[src/hdl/dts_pkg.sv]
// ----------------------------------------------------------------------------
// dts_pkg - shared definitions for the date to seconds converter
// Field widths, stream packing and the calendar constants and tables.
// ----------------------------------------------------------------------------
`default_nettype none

package dts_pkg;

  // Field widths
  localparam int unsigned YEAR_W   = 12;
  localparam int unsigned MONTH_W  = 4;
  localparam int unsigned DAY_W    = 5;
  localparam int unsigned HOUR_W   = 5;
  localparam int unsigned MINUTE_W = 6;
  localparam int unsigned SECOND_W = 6;
  localparam int unsigned ELAPSED_W = 32;

  // Stream packing, first field in the lowest bits
  localparam int unsigned IN_BITS   = YEAR_W + MONTH_W + DAY_W + HOUR_W + MINUTE_W + SECOND_W;
  localparam int unsigned S_TDATA_W = ((IN_BITS + 7) / 8) * 8;
  localparam int unsigned M_TDATA_W = ((ELAPSED_W + 7) / 8) * 8;

  localparam int unsigned YEAR_LSB   = 0;
  localparam int unsigned MONTH_LSB  = YEAR_LSB + YEAR_W;
  localparam int unsigned DAY_LSB    = MONTH_LSB + MONTH_W;
  localparam int unsigned HOUR_LSB   = DAY_LSB + DAY_W;
  localparam int unsigned MINUTE_LSB = HOUR_LSB + HOUR_W;
  localparam int unsigned SECOND_LSB = MINUTE_LSB + MINUTE_W;

  // Reset value of the reference year register
  localparam logic [YEAR_W-1:0] REF_YEAR_RESET = YEAR_W'(1990);

  // Division by 100 of a year-wide value: (x * DIV100_MUL) >> DIV100_SHIFT,
  // exact for every 12-bit x
  localparam int unsigned DIV100_MUL   = 5243;
  localparam int unsigned DIV100_SHIFT = 19;
  localparam int unsigned DIV100_PW    = YEAR_W + 13;
  localparam int unsigned QUOT_W       = DIV100_PW - DIV100_SHIFT;

  // Leap-year counts and day counts
  localparam int unsigned LEAPS_W   = 11;
  localparam int unsigned DBM_W     = 9;
  localparam int unsigned TOD_W     = 17;
  localparam int unsigned DAYS_PER_YEAR = 365;
  localparam int unsigned SECS_PER_DAY  = 24 * 60 * 60;
  localparam int unsigned SECS_PER_HOUR = 60 * 60;
  localparam int unsigned SECS_PER_MIN  = 60;
  localparam logic [MONTH_W-1:0] FEBRUARY = MONTH_W'(2);

  // Days before the first of a month in a common year; codes past December
  // count the whole year
  function automatic logic [DBM_W-1:0] days_before_month(input logic [MONTH_W-1:0] month);
    logic [DBM_W-1:0] d;
    unique case (month)
      4'd0, 4'd1: d = 9'd0;
      4'd2:       d = 9'd31;
      4'd3:       d = 9'd59;
      4'd4:       d = 9'd90;
      4'd5:       d = 9'd120;
      4'd6:       d = 9'd151;
      4'd7:       d = 9'd181;
      4'd8:       d = 9'd212;
      4'd9:       d = 9'd243;
      4'd10:      d = 9'd273;
      4'd11:      d = 9'd304;
      4'd12:      d = 9'd334;
      default:    d = 9'd365;
    endcase
    return d;
  endfunction

endpackage

`default_nettype wire

[src/hdl/date_to_seconds_converter.sv]
// ----------------------------------------------------------------------------
// date_to_seconds_converter - calendar date and time to elapsed seconds
// Four-stage pipeline turning a Gregorian date and time of day into the
// seconds elapsed since 1 January 00:00:00 of a programmable reference year.
// ----------------------------------------------------------------------------
// Usage:
//   Slave stream (s_axis_*): one date per transfer, fields packed in tdata.
//   Master stream (m_axis_*): one 32-bit elapsed-seconds count per date, in
//   the order the dates came in.
//   Config channel (cfg_*): writes the reference year; always ready. Write
//   it only while no date is in flight.
// Pipeline: a date passes the stage 1 to stage 4 registers on its way to
//   m_axis_tvalid. Throughput: one date per cycle while the receiver is
//   ready; the long path is the day count times 86400 in the last stage.
// Reset: rst_ni clears all stage valid bits and loads the reference year
//   with 1990. Nothing comes out until a date is sent.
// Stall: each stage holds while the stage after it is full and not moving,
//   so empty stages keep filling while the receiver holds m_axis_tready low;
//   s_axis_tready drops only when all four stages are full.
// Years before the reference year add no whole-year term. Fields are not
// range-checked and the result wraps modulo 2^32.
// ----------------------------------------------------------------------------
`default_nettype none

module date_to_seconds_converter (
  input  wire logic                           clk_i,
  input  wire logic                           rst_ni,
  // Slave stream. tdata: year[11:0], month[15:12], day[20:16], hour[25:21],
  // minute[31:26], second[37:32], zero fill[39:38]
  input  wire logic                           s_axis_tvalid,
  output logic                                s_axis_tready,
  input  wire logic [dts_pkg::S_TDATA_W-1:0]  s_axis_tdata,
  // Master stream. tdata: elapsed_seconds[31:0]
  output logic                                m_axis_tvalid,
  input  wire logic                           m_axis_tready,
  output logic [dts_pkg::M_TDATA_W-1:0]       m_axis_tdata,
  // Reference year write channel
  input  wire logic                           cfg_valid_i,
  output logic                                cfg_ready_o,
  input  wire logic [dts_pkg::YEAR_W-1:0]     cfg_data_i
);

  localparam int unsigned YW = dts_pkg::YEAR_W;
  localparam int unsigned QW = dts_pkg::QUOT_W;
  localparam int unsigned PW = dts_pkg::DIV100_PW;
  localparam int unsigned LW = dts_pkg::LEAPS_W;
  localparam int unsigned EW = dts_pkg::ELAPSED_W;

  // --------------------------------------------------------------------------
  // Reference year register
  // --------------------------------------------------------------------------
  logic [YW-1:0] ref_year_q;

  assign cfg_ready_o = 1'b1;

  always_ff @(posedge clk_i or negedge rst_ni) begin
    if (!rst_ni) begin
      ref_year_q <= dts_pkg::REF_YEAR_RESET;
    end else if (cfg_valid_i) begin
      ref_year_q <= cfg_data_i;
    end
  end

  // --------------------------------------------------------------------------
  // Stage handshake: a stage loads when it is empty or its content moves on
  // --------------------------------------------------------------------------
  logic s1_v_q, s2_v_q, s3_v_q, s4_v_q;
  logic s1_rdy, s2_rdy, s3_rdy, s4_rdy;

  assign s4_rdy = !s4_v_q || m_axis_tready;
  assign s3_rdy = !s3_v_q || s4_rdy;
  assign s2_rdy = !s2_v_q || s3_rdy;
  assign s1_rdy = !s1_v_q || s2_rdy;
  assign s_axis_tready = s1_rdy;

  always_ff @(posedge clk_i or negedge rst_ni) begin
    if (!rst_ni) begin
      s1_v_q <= 1'b0;
      s2_v_q <= 1'b0;
      s3_v_q <= 1'b0;
      s4_v_q <= 1'b0;
    end else begin
      if (s1_rdy) s1_v_q <= s_axis_tvalid;
      if (s2_rdy) s2_v_q <= s1_v_q;
      if (s3_rdy) s3_v_q <= s2_v_q;
      if (s4_rdy) s4_v_q <= s3_v_q;
    end
  end

  // --------------------------------------------------------------------------
  // Stage 1: unpack, divide the years by 100 with a reciprocal multiply
  // --------------------------------------------------------------------------
  logic [YW-1:0]                in_year;
  logic [dts_pkg::MONTH_W-1:0]  in_month;
  logic [dts_pkg::DAY_W-1:0]    in_day;
  logic [dts_pkg::HOUR_W-1:0]   in_hour;
  logic [dts_pkg::MINUTE_W-1:0] in_minute;
  logic [dts_pkg::SECOND_W-1:0] in_second;
  logic [PW-1:0]                prod_py, prod_y, prod_pr;

  assign in_year   = s_axis_tdata[dts_pkg::YEAR_LSB   +: YW];
  assign in_month  = s_axis_tdata[dts_pkg::MONTH_LSB  +: dts_pkg::MONTH_W];
  assign in_day    = s_axis_tdata[dts_pkg::DAY_LSB    +: dts_pkg::DAY_W];
  assign in_hour   = s_axis_tdata[dts_pkg::HOUR_LSB   +: dts_pkg::HOUR_W];
  assign in_minute = s_axis_tdata[dts_pkg::MINUTE_LSB +: dts_pkg::MINUTE_W];
  assign in_second = s_axis_tdata[dts_pkg::SECOND_LSB +: dts_pkg::SECOND_W];

  // (year - 1) / 100, year / 100 and (reference - 1) / 100
  assign prod_py = PW'(in_year - YW'(1)) * PW'(dts_pkg::DIV100_MUL);
  assign prod_y  = PW'(in_year) * PW'(dts_pkg::DIV100_MUL);
  assign prod_pr = PW'(ref_year_q - YW'(1)) * PW'(dts_pkg::DIV100_MUL);

  logic [YW-1:0]                s1_year_q, s1_ref_q;
  logic [QW-1:0]                s1_qpy_q, s1_qy_q, s1_qpr_q;
  logic [dts_pkg::MONTH_W-1:0]  s1_month_q;
  logic [dts_pkg::DAY_W-1:0]    s1_day_q;
  logic [dts_pkg::HOUR_W-1:0]   s1_hour_q;
  logic [dts_pkg::MINUTE_W-1:0] s1_minute_q;
  logic [dts_pkg::SECOND_W-1:0] s1_second_q;

  always_ff @(posedge clk_i) begin
    if (s1_rdy) begin
      s1_year_q   <= in_year;
      s1_ref_q    <= ref_year_q;
      s1_qpy_q    <= prod_py[PW-1:dts_pkg::DIV100_SHIFT];
      s1_qy_q     <= prod_y[PW-1:dts_pkg::DIV100_SHIFT];
      s1_qpr_q    <= prod_pr[PW-1:dts_pkg::DIV100_SHIFT];
      s1_month_q  <= in_month;
      s1_day_q    <= in_day;
      s1_hour_q   <= in_hour;
      s1_minute_q <= in_minute;
      s1_second_q <= in_second;
    end
  end

  // --------------------------------------------------------------------------
  // Stage 2: leap-year counts below each year, leap flag, month offset and
  // time of day in seconds
  // --------------------------------------------------------------------------
  logic [YW-1:0]             py, pr;
  logic [LW-1:0]             leaps_y, leaps_r;
  logic [YW:0]               hundreds_y;
  logic                      is_leap;
  logic [dts_pkg::DBM_W-1:0] dbm;
  logic [dts_pkg::TOD_W-1:0] tod;

  assign py = s1_year_q - YW'(1);
  assign pr = s1_ref_q - YW'(1);

  // Leaps in [0, y) = (y-1)/4 - (y-1)/100 + (y-1)/400 + 1, none below year zero
  assign leaps_y = (s1_year_q == '0) ? '0 :
                   LW'(py[YW-1:2]) - LW'(s1_qpy_q) + LW'(s1_qpy_q[QW-1:2]) + LW'(1);
  assign leaps_r = (s1_ref_q == '0) ? '0 :
                   LW'(pr[YW-1:2]) - LW'(s1_qpr_q) + LW'(s1_qpr_q[QW-1:2]) + LW'(1);

  // Century years are leap only when the century count is a multiple of 4
  assign hundreds_y = (YW+1)'(s1_qy_q) * (YW+1)'(100);
  assign is_leap    = (s1_year_q[1:0] == 2'b00) &&
                      ((hundreds_y != {1'b0, s1_year_q}) || (s1_qy_q[1:0] == 2'b00));

  assign dbm = dts_pkg::days_before_month(s1_month_q) +
               dts_pkg::DBM_W'(is_leap && (s1_month_q > dts_pkg::FEBRUARY));

  assign tod = dts_pkg::TOD_W'(s1_hour_q) * dts_pkg::TOD_W'(dts_pkg::SECS_PER_HOUR) +
               dts_pkg::TOD_W'(s1_minute_q) * dts_pkg::TOD_W'(dts_pkg::SECS_PER_MIN) +
               dts_pkg::TOD_W'(s1_second_q);

  logic                      s2_after_q;
  logic [YW-1:0]             s2_diff_q;
  logic [LW-1:0]             s2_leaps_y_q, s2_leaps_r_q;
  logic [dts_pkg::DBM_W-1:0] s2_dbm_q;
  logic [dts_pkg::DAY_W-1:0] s2_day_q;
  logic [dts_pkg::TOD_W-1:0] s2_tod_q;

  always_ff @(posedge clk_i) begin
    if (s2_rdy) begin
      s2_after_q   <= s1_year_q > s1_ref_q;
      s2_diff_q    <= s1_year_q - s1_ref_q;
      s2_leaps_y_q <= leaps_y;
      s2_leaps_r_q <= leaps_r;
      s2_dbm_q     <= dbm;
      s2_day_q     <= s1_day_q;
      s2_tod_q     <= tod;
    end
  end

  // --------------------------------------------------------------------------
  // Stage 3: total day count; day of month counts from 1, day zero wraps
  // --------------------------------------------------------------------------
  logic [EW-1:0] year_days, days;

  assign year_days = s2_after_q ?
                     (EW'(s2_diff_q) * EW'(dts_pkg::DAYS_PER_YEAR) +
                      EW'(s2_leaps_y_q) - EW'(s2_leaps_r_q)) : '0;
  assign days      = year_days + EW'(s2_dbm_q) + EW'(s2_day_q) - EW'(1);

  logic [EW-1:0]             s3_days_q;
  logic [dts_pkg::TOD_W-1:0] s3_tod_q;

  always_ff @(posedge clk_i) begin
    if (s3_rdy) begin
      s3_days_q <= days;
      s3_tod_q  <= s2_tod_q;
    end
  end

  // --------------------------------------------------------------------------
  // Stage 4: scale days to seconds and add the time of day, modulo 2^32
  // --------------------------------------------------------------------------
  logic [EW-1:0] s4_total_q;

  always_ff @(posedge clk_i) begin
    if (s4_rdy) begin
      s4_total_q <= s3_days_q * EW'(dts_pkg::SECS_PER_DAY) + EW'(s3_tod_q);
    end
  end

  assign m_axis_tvalid = s4_v_q;
  assign m_axis_tdata  = dts_pkg::M_TDATA_W'(s4_total_q);

endmodule

`default_nettype wire

[config.mk]
export PLATFORM = sky130hd
export DESIGN_NAME = date_to_seconds_converter
export DESIGN_NICKNAME = d
export VERILOG_FILES = /design/src/hdl/dts_pkg.sv /design/src/hdl/date_to_seconds_converter.sv
export SDC_FILE = /design/constraint.sdc
export NUM_CORES = 1
export LEC_CHECK = 0
export ABC_AREA = 1
export BUFFER_PORTS_ARGS = -buffer_cell sky130_fd_sc_hd__buf_4
export CAP_MARGIN = 20
export CORE_MARGIN = 2
export CORE_UTILIZATION = 60
export CTS_CLUSTER_DIAMETER = 50
export DETAILED_ROUTE_END_ITERATION = 8
export GPL_TIMING_DRIVEN = 0
export PLACE_DENSITY_LB_ADDON = 0.1
export RECOVER_POWER = 50
export SYNTH_ARGS = -nofsm -noshare
export SYNTH_HDL_FRONTEND = slang
export SYNTH_SLANG_ARGS = --single-unit
[constraint.sdc]
create_clock -name clk_i -period 7.6 [get_ports clk_i]
set_input_delay 0.76 -clock clk_i [delete_from_list [all_inputs] [get_ports clk_i]]
set_output_delay 0.76 -clock clk_i [all_outputs]
set_load 0.03 [all_outputs]
After elaboration in Yosys (flattened, before gate mapping). Memory sizes are Yosys's and may differ from the RTL's. A register that Yosys moved wholly into a read port is not among the register bits. Cells that the tools add are included.

Flip-flop bits (word level): 231. Bits in read-only memories: 144. Input port bits: 57. Output and inout bits: 35. Logic and storage cells: 74. Memories: 1.

Memories: (name not given) (words 16, bits a word 9, rd ports 1, clocked after memory_dff 1, write ports 0, line dts_pkg.sv:54) `unique case (month)`.

$add $sub $neg: 20. $mul: 8. Order comparisons: 2. Equality and inequality tests: 1. Mux-type cells: 2. Reduce and logical (&&, ||, !) cells: 15.

Operators with widths (number): $mul 13x14->25 const B (2); $add 32x17->32 (1); $add 32x5->32 (1); $add 32x9->32 (1); $mul 32x10->25 const B (1); $mux 32 (1); $sub 32x1->32 const B (1); $sub 12x1->13 const B (2); $mul 12x13->25 const B (1); $logic_not 12->1 (2); $sub 12x1->12 const B (2); $sub 22x11->23 (1); $add 11x1->11 const B (2); $add 11x4->11 (2); $add 21x11->22 (1); $sub 10x6->11 (2); $mul 12x9->21 const B (1); $add 17x12->17 (1); $add 17x6->17 (1); $mul 5x8->13 const B (1); $ne 13x12->1 (1); $gt 12x12->1 (1); $sub 12x12->12 (1); $mul 6x5->11 const B (1); other kinds (8) (17).

Longest topological paths before layout. Gate-level depths: netlist (run 1).

Word-level depth: 7. Gate-level depth with buffers: 32. Gate-level depth less buffers: 32.

Worst setup path after synthesis (run 1). OpenSTA, ideal clock, no wires.

Kind: register to register. Start: reg s2_diff_q[6]. End: reg s3_days_q[21] (data pin). Library setup time: 0.264 ns. Arrival: 6.028 ns. Required time: 7.336 ns. Path slack: 1.309 ns. Stages on the path, launching flop included: 27. Buffers on the path: 0. Period minus slack after synthesis: 6.291 ns. Cell sequence: edfxtp_1 inv_1 ha_1 inv_1 fa_1 fa_1 fa_1 inv_1 fa_1 inv_1 ha_1 a21oi_1 o21ai_0 a21oi_1 inv_1 a21oi_1 o21ai_0 or2_2 and2_1 ha_1 ha_1 nand2_1 nor4_1 nand4_1 nand3_1 a31oi_1 xor2_1.

Word-level cells in the longest chain between the ends: 7.

RTL lines: start, declared (line date_to_seconds_converter.sv:169) `logic [YW-1:0] s2_diff_q;`; start signal, assigned (line date_to_seconds_converter.sv:178) `s2_diff_q <= s1_year_q - s1_ref_q;`; $mul 12x9->21 (line date_to_seconds_converter.sv:193) `(EW'(s2_diff_q) * EW'(dts_pkg::DAYS_PER_YEAR) +`; $add 21x11->22 (line date_to_seconds_converter.sv:193); $sub 22x11->23 (line date_to_seconds_converter.sv:194) `EW'(s2_leaps_y_q) - EW'(s2_leaps_r_q)) : '0;`; $mux 32 (line date_to_seconds_converter.sv:192) `assign year_days = s2_after_q ?`; $add 32x9->32 (line date_to_seconds_converter.sv:195) `assign days = year_days + EW'(s2_dbm_q) + EW'(s2_day_q) - EW'(1);`; $add 32x5->32 (line date_to_seconds_converter.sv:195); $sub 32x1->32 (line date_to_seconds_converter.sv:195); via days[21] (line date_to_seconds_converter.sv:190) `logic [EW-1:0] year_days, days;`; end signal, assigned (line date_to_seconds_converter.sv:202) `s3_days_q <= days;`; end, declared (line date_to_seconds_converter.sv:197) `logic [EW-1:0] s3_days_q;`.

The timed path passes the listed nets, and every way through them passes these cells. A chain may end at the register's enable or synchronous reset.

Worst setup path after layout (run 1).
Start: reg s2_diff_q[5]. End: reg s3_days_q[23] (data pin).

Same word-level chain as after synthesis.

==> results of run 1 <==
==> Yosys cell counts, types with 4 or more instances <==
| master | n | area [µm²] |
|---|---|---|
| a21o_1 | 15 | 113 |
| a21oi_1 | 161 | 806 |
| a31oi_1 | 15 | 93.8 |
| and2_1 | 4 | 25.0 |
| clkbuf_1 | 4 | 15.0 |
| dfrtp_1 | 9 | 225 |
| dfstp_2 | 7 | 184 |
| dfxtp_1 | 9 | 180 |
| edfxtp_1 | 208 | 6250 |
| fa_1 | 292 | 5850 |
| ha_1 | 608 | 7610 |
| inv_1 | 875 | 3280 |
| inv_2 | 12 | 45.0 |
| mux2_2 | 5 | 56.3 |
| nand2_1 | 441 | 1660 |
| nand2_2 | 13 | 81.3 |
| nand3_1 | 101 | 505 |
| nand3_2 | 5 | 50.1 |
| nand4_1 | 37 | 231 |
| nor2_1 | 124 | 465 |
| nor2_2 | 13 | 81.3 |
| nor2_4 | 9 | 101 |
| nor3_1 | 19 | 95.1 |
| nor3b_1 | 5 | 37.5 |
| nor4_1 | 7 | 43.8 |
| o21a_1 | 5 | 37.5 |
| o21ai_0 | 88 | 440 |
| o21bai_1 | 15 | 113 |
| or2_2 | 18 | 113 |
| xnor2_1 | 52 | 455 |
| xor2_1 | 109 | 955 |
==> path summary, 6_finish.rpt <==
path,end,start,slack (ns)
max in group asynchronous,ref_year_q[11]$_DFFE_PN0P_,rst_ni,6.66
worst max-delay path,s3_days_q[23]$_DFFE_PP_,s2_diff_q[5]$_DFFE_PP_,0.45
worst min register to register,s3_tod_q[8]$_DFFE_PP_,s2_tod_q[8]$_DFFE_PP_,0.41
min in group clk_i,s1_v_q$_DFFE_PN0N_,s_axis_tvalid,0.37
worst max register to register,s3_days_q[23]$_DFFE_PP_,s2_diff_q[5]$_DFFE_PP_,0.45
worst min-delay path,s2_v_q$_DFFE_PN0P_,rst_ni,0.32
==> repair_timing <==
item,in CTS,in global routing
buffers inserted,0,1
setup endpoints to repair,0,2
resized for setup,0,1
hold endpoints to repair,0,0
==> per-layer routing <==
metal | up-vias | share of wire (%)
li1 | 10700 | -
met1 | 10100 | 45
met2 | 284 | 50
met3 | 94 | 2.7
met4 | 0 | 2.8
met5 | - | 0
==> cells by family after synthesis <==
family | Yosys count | share of synthesized area, %
buf+inv | 894 | 11.0
fa+ha+maj | 900 | 44.2
xor+xnor | 161 | 4.63
other cells | 1 | 0.0123
flops | 233 | 22.5
simple gates | 802 | 11.7
compound gates | 320 | 5.79
mux | 5 | 0.185
==> stage by stage <==
step	hold WS, ns	util [%]	setup slack (ns)	instance area [µm²]
3_3_place_gp	0.401	63.8	0.491	31900
3_5_place_dp	0.405	63.9	0.442	32000
6_report	0.322	65.6	0.450	32800
5_1_grt	0.342	65.6	0.0664	32800
4_1_cts	0.00814	66.0	0.403	33000
2_1_floorplan	0.400	-	1.31	30400
==> critical path: cells and delay by family, from the launching register on <==
family	cells	cell delay [ns]
fa+ha+maj	8	3.41
simple gates	10	1.81
xor+xnor	1	0.17
compound gates	3	0.51
flops	1	0.49
buf+inv	6	0.57
==> registers in the layout, indices dropped and copies added, names as in the netlist, 9 cells and up, named ones only <==
register and count:
s3_days_q 25, s2_tod_q 17, s3_tod_q 17, s2_diff_q 12, s1_year_q 12, s2_leaps_y_q 11
ref_year_q 12, m_axis_tdata 32, s2_dbm_q 9, s1_ref_q 12, s2_leaps_r_q 11
==> layout make-up <==
cell class | instances | area [µm²]
Timing Repair Buffer | 90 | 536
Sequential cell | 233 | 6840
Inverter | 888 | 3330
Clock inverter | 18 | 223
Clock buffer | 38 | 831
Multi-Input combinational cell | 2189 | 20200
Tap cell | 672 | 841
Fill cell | 4285 | 17200
Buffer | 6 | 27.5
==> results.md, run 1 <==
- Status: finished with violations
- Failing checks: max-capacitance violations, max-slew violations
- Required @ worst endpoint: 8.01 ns
- Met3 Use GR: 1.95%
- Vias per inst: 5.12
- Syn Area/Cell: 9.18 µm²
- Die Width: 229 µm
- Final nets: 4395
- Clock transition at path regs: 0.06 ns
- CORE AREA: 50100 µm²
- Netlist cell types: 50
- Slew margin rel.: -8.47%
- CP max stage delay: 0.56 ns
- Largest net degree at the start of global routing: 73
- Kind of critical path: reg -> reg
- Share of layout cells above drive strength 1: 5.05%
- DRT Wirelength: 60600 µm
- Final min period: 7.15 ns
- Max-Cap Viols: 1
- Starting Density: 60.8%
- Global route hottest layer: met2
- CTS Hold Buffers Added: 0
- Chip Height: 229 µm
- Post-route ant nets: 0
- Drc violations: 0
- Post-synthesis sequential area ratio: 22.5%
- Area Growth Syn to Fin: 7.92%
- Commonest non-fill, non-tap cell in the layout: inv_1
- Ant diodes: 0
- DR WL/cell: 14.7 µm
- Worst setup SP type: flip-flop
- GRT Residual Overflow: 0
- Max Freq: 0.140 GHz
- R2R cell count: 28
- Global-route wire length before repair: 106000 µm
- Ports: 92
- Die ar.: 52500 µm²
- TritonRoute pass-1 iters: 5
- Crit path max fanout: 6
- Fin cells: 4134
- Hold crit path type: in -> async
- Initial DRC count: 959
- Max Root-Sink Buffers: 3
- Crit. End Element: flip-flop
- Top FF cell, synth: edfxtp_1
- CP most frequent cell: inv_1
- Number of H-tree levels: 1
- Ys Warns: 0
- # rows: 82
- Synth Net Count: 4273
- M2 GR Usage: 43.8%
- TritonCTS Buffers: 30
- Final Wtd Congestion: 0.941
- Data arrival, critical path: 7.56 ns
- Initial antenna violation count: 0
- Synth Cell Area: 30400 µm²
- CTS tree: built
- Final setup vio count: 0
- Max-slew violation count: 45
- Final period util: 94.1%
- Vias: 21200
- CTS root buffer: clkbuf_16
- Setup_tns: 0 ns
- Fin. Hold Viols: 0
- GR Layer Usage met1: 31.7%
- Crit-path slowest cell: fa_1
- Clock latency on the worst-skew pair: 0.58 ns
- Dpl hpwl: 52800 µm
- Dpl cells: 4077
- Cells after synthesis: 3316
- PortBufs: 87
- RSZ-0062 raised after global routing: no
- Most frequent cells in the layout: inv_1 (876), ha_1 (608), nand2_1 (442), fa_1 (292), edfxtp_1 (208)
- CTS Sinks: 233
- Vias in the first global route: 22600
- Post-synthesis register bit count: 233
- Measured slew at the worst slew-check pin: 1.63 ns
- Clk_skew: 0.0164 ns
- EDFF count, synth: 208
- Async S/R FF share, synth: 6.87%
- GR Util All Layers: 24.4%
Power of run 1 is left out: the tool's default activity adds up to more than one toggle a clock period on the data nets, which glitch-free logic cannot reach.
==> run 2, diff against run 1 <==
Settings changed: CORE_UTILIZATION 60 to 45.
==> run 2 against run 1 <==
Critical path type unchanged. The flow still finishes with violations (max-capacitance violations, max-slew violations). Global-route usage fell by 5.5 points. Setup slack improved by 0.029 ns. Utilization decreased by 16 points.
==> results.md, run 2 (synthesized netlist as in run 1, its figures left out) <==
- Max-slew violation count: 45
- CTS root buffer: clkbuf_16
- Vias in the first global route: 21700
- Kind of critical path: reg -> reg
- CTS Sinks: 233
- Final period util: 93.7%
- # rows: 95
- Starting Density: 45.4%
- Data arrival, critical path: 7.43 ns
- R2R Path End: s3_days_q[23]$_DFFE_PP_
- Commonest non-fill, non-tap cell in the layout: inv_1
- Vias: 21000
- Chip Height: 264 µm
- Crit path max fanout: 5
- Vias per inst: 4.83
- CORE AREA: 67000 µm²
- DR WL/cell: 14.5 µm
- Slew margin rel.: -12.4%
- R2R Setup Slk: 0.48 ns
- Area Growth Syn to Fin: 9.28%
- Final Wtd Congestion: 0.894
- Crit-path slowest cell: fa_1
- Worst setup SP type: flip-flop
- Max Root-Sink Buffers: 3
- Final min period: 7.12 ns
- Setup_tns: 0 ns
- Largest net degree at the start of global routing: 54
- Clock transition at path regs: 0.05 ns
- Dpl hpwl: 55100 µm
- Number of flip-flops in the largest register: 32
- RSZ-0062 raised after global routing: no
- Max Freq: 0.140 GHz
- TritonRoute pass-1 iters: 7
- CTS tree: built
- Clk_skew: 0.0362 ns
- Crit. End Element: flip-flop
- Number of H-tree levels: 2
- Post-route ant nets: 0
- Initial DRC count: 899
- Multi-input logic area: 20200 µm²
- Die Width: 264 µm
- GR Util All Layers: 18.9%
- R2R cell count: 26
- Clock latency on the worst-skew pair: 0.56 ns
- Final nets: 4403
- Measured slew at the worst slew-check pin: 1.68 ns
- Most frequent cells in the layout: inv_1 (876), ha_1 (608), nand2_1 (441), fa_1 (292), edfxtp_1 (208)
- Status: finished with violations
- DRT Wirelength: 63100 µm
- Reg area: 6840 µm²
- TritonCTS Buffers: 37
- Dpl cells: 4278
- Drc violations: 0
- Required @ worst endpoint: 7.91 ns
- Final setup vio count: 0
- Die ar.: 69700 µm²
- Global-route wire length before repair: 108000 µm
- Fin. Hold Viols: 0
- Fill count: 6436
- Ports: 92
- Failing checks: max-capacitance violations, max-slew violations
- Fin cells: 4347
- Share of layout cells above drive strength 1: 5.15%
- Initial antenna violation count: 1
- PortBufs: 87
- Hold crit path type: in -> async
- Max-Cap Viols: 1
- GRT Residual Overflow: 0
- Reg-to-reg startpoint: s2_diff_q[7]$_DFFE_PP_
- CP max stage delay: 0.57 ns
==> run 2: changes by cell type in the layout (fill, tap and decap cells not counted), sizes merged <==
| cell | before | now |
|---|---|---|
| buf | 20 | 21 |
| inv | 892 | 895 |
| clkinvlp | 5 | 0 |
| diode | 0 | 1 |
| clkbuf | 114 | 122 |
| clkinv | 7 | 11 |
==> run 2: metal layers <==
metal  track usage (%)  up-vias  routed length (µm)
li1                  -    10800                   -
met2              32.6      253               30200
met1              25.5     9904               29600
met4              4.73        0                1350
met3              2.02       70                1940
met5                 0        -                   0
==> run 2: critical path, delay by kind of cell (launching register included) <==
family / cells / cell delay [ns]
buffers and inverters: 4 / 0.38
AO/OA/AOI/OAI: 4 / 0.73
XOR/XNOR: 1 / 0.07
flip-flops: 1 / 0.55
adder cells (fa/ha/maj): 8 / 3.38
AND/OR/NAND/NOR: 9 / 1.76
==> run 2: area by class of cell <==
| class | instances | share of cell area (%) |
|---|---|---|
| antenna | 1 | 0.00752 |
| inverter | 888 | 10.0 |
| tap | 873 | 3.28 |
| timing repair buffer | 91 | 1.62 |
| multi-input combinational | 2189 | 60.8 |
| clock buffer | 46 | 2.98 |
| buffer | 6 | 0.0828 |
| sequential | 233 | 20.6 |
| clock inverter | 20 | 0.632 |
==> run 2: how the worst max path moves through the flow <==
stage | start | end | slack, ns
after floorplan | s2_diff_q[6]$_DFFE_PP_ | s3_days_q[21]$_DFFE_PP_ | 1.31
after global placement | s2_diff_q[6]$_DFFE_PP_ | s3_days_q[21]$_DFFE_PP_ | 0.36
after detailed placement | s2_diff_q[6]$_DFFE_PP_ | s3_days_q[23]$_DFFE_PP_ | 0.33
after CTS | s2_diff_q[6]$_DFFE_PP_ | s3_days_q[23]$_DFFE_PP_ | 0.34
after global routing | s2_diff_q[4]$_DFFE_PP_ | s3_days_q[23]$_DFFE_PP_ | 0.05
final | s2_diff_q[7]$_DFFE_PP_ | s3_days_q[23]$_DFFE_PP_ | 0.48
==> run 2: what timing repair did <==
item / in CTS / in global routing
hold buffers: 0 / 0
resized for setup: 0 / 1
setup endpoints to repair: 0 / 4
buffers inserted: 0 / 2
==> run 2: metrics by stage <==
stage	utilization [%]	hold WS, ns	area [µm²]	worst slack [ns]
after floorplan	-	0.400	30400	1.31
after global placement	48.0	0.401	32200	0.359
after detailed placement	48.1	0.405	32200	0.328
after CTS	49.9	0.0427	33400	0.343
after global routing	49.6	0.363	33300	0.0458
final	49.6	0.389	33300	0.478
Power of run 2 is left out for the same reason.
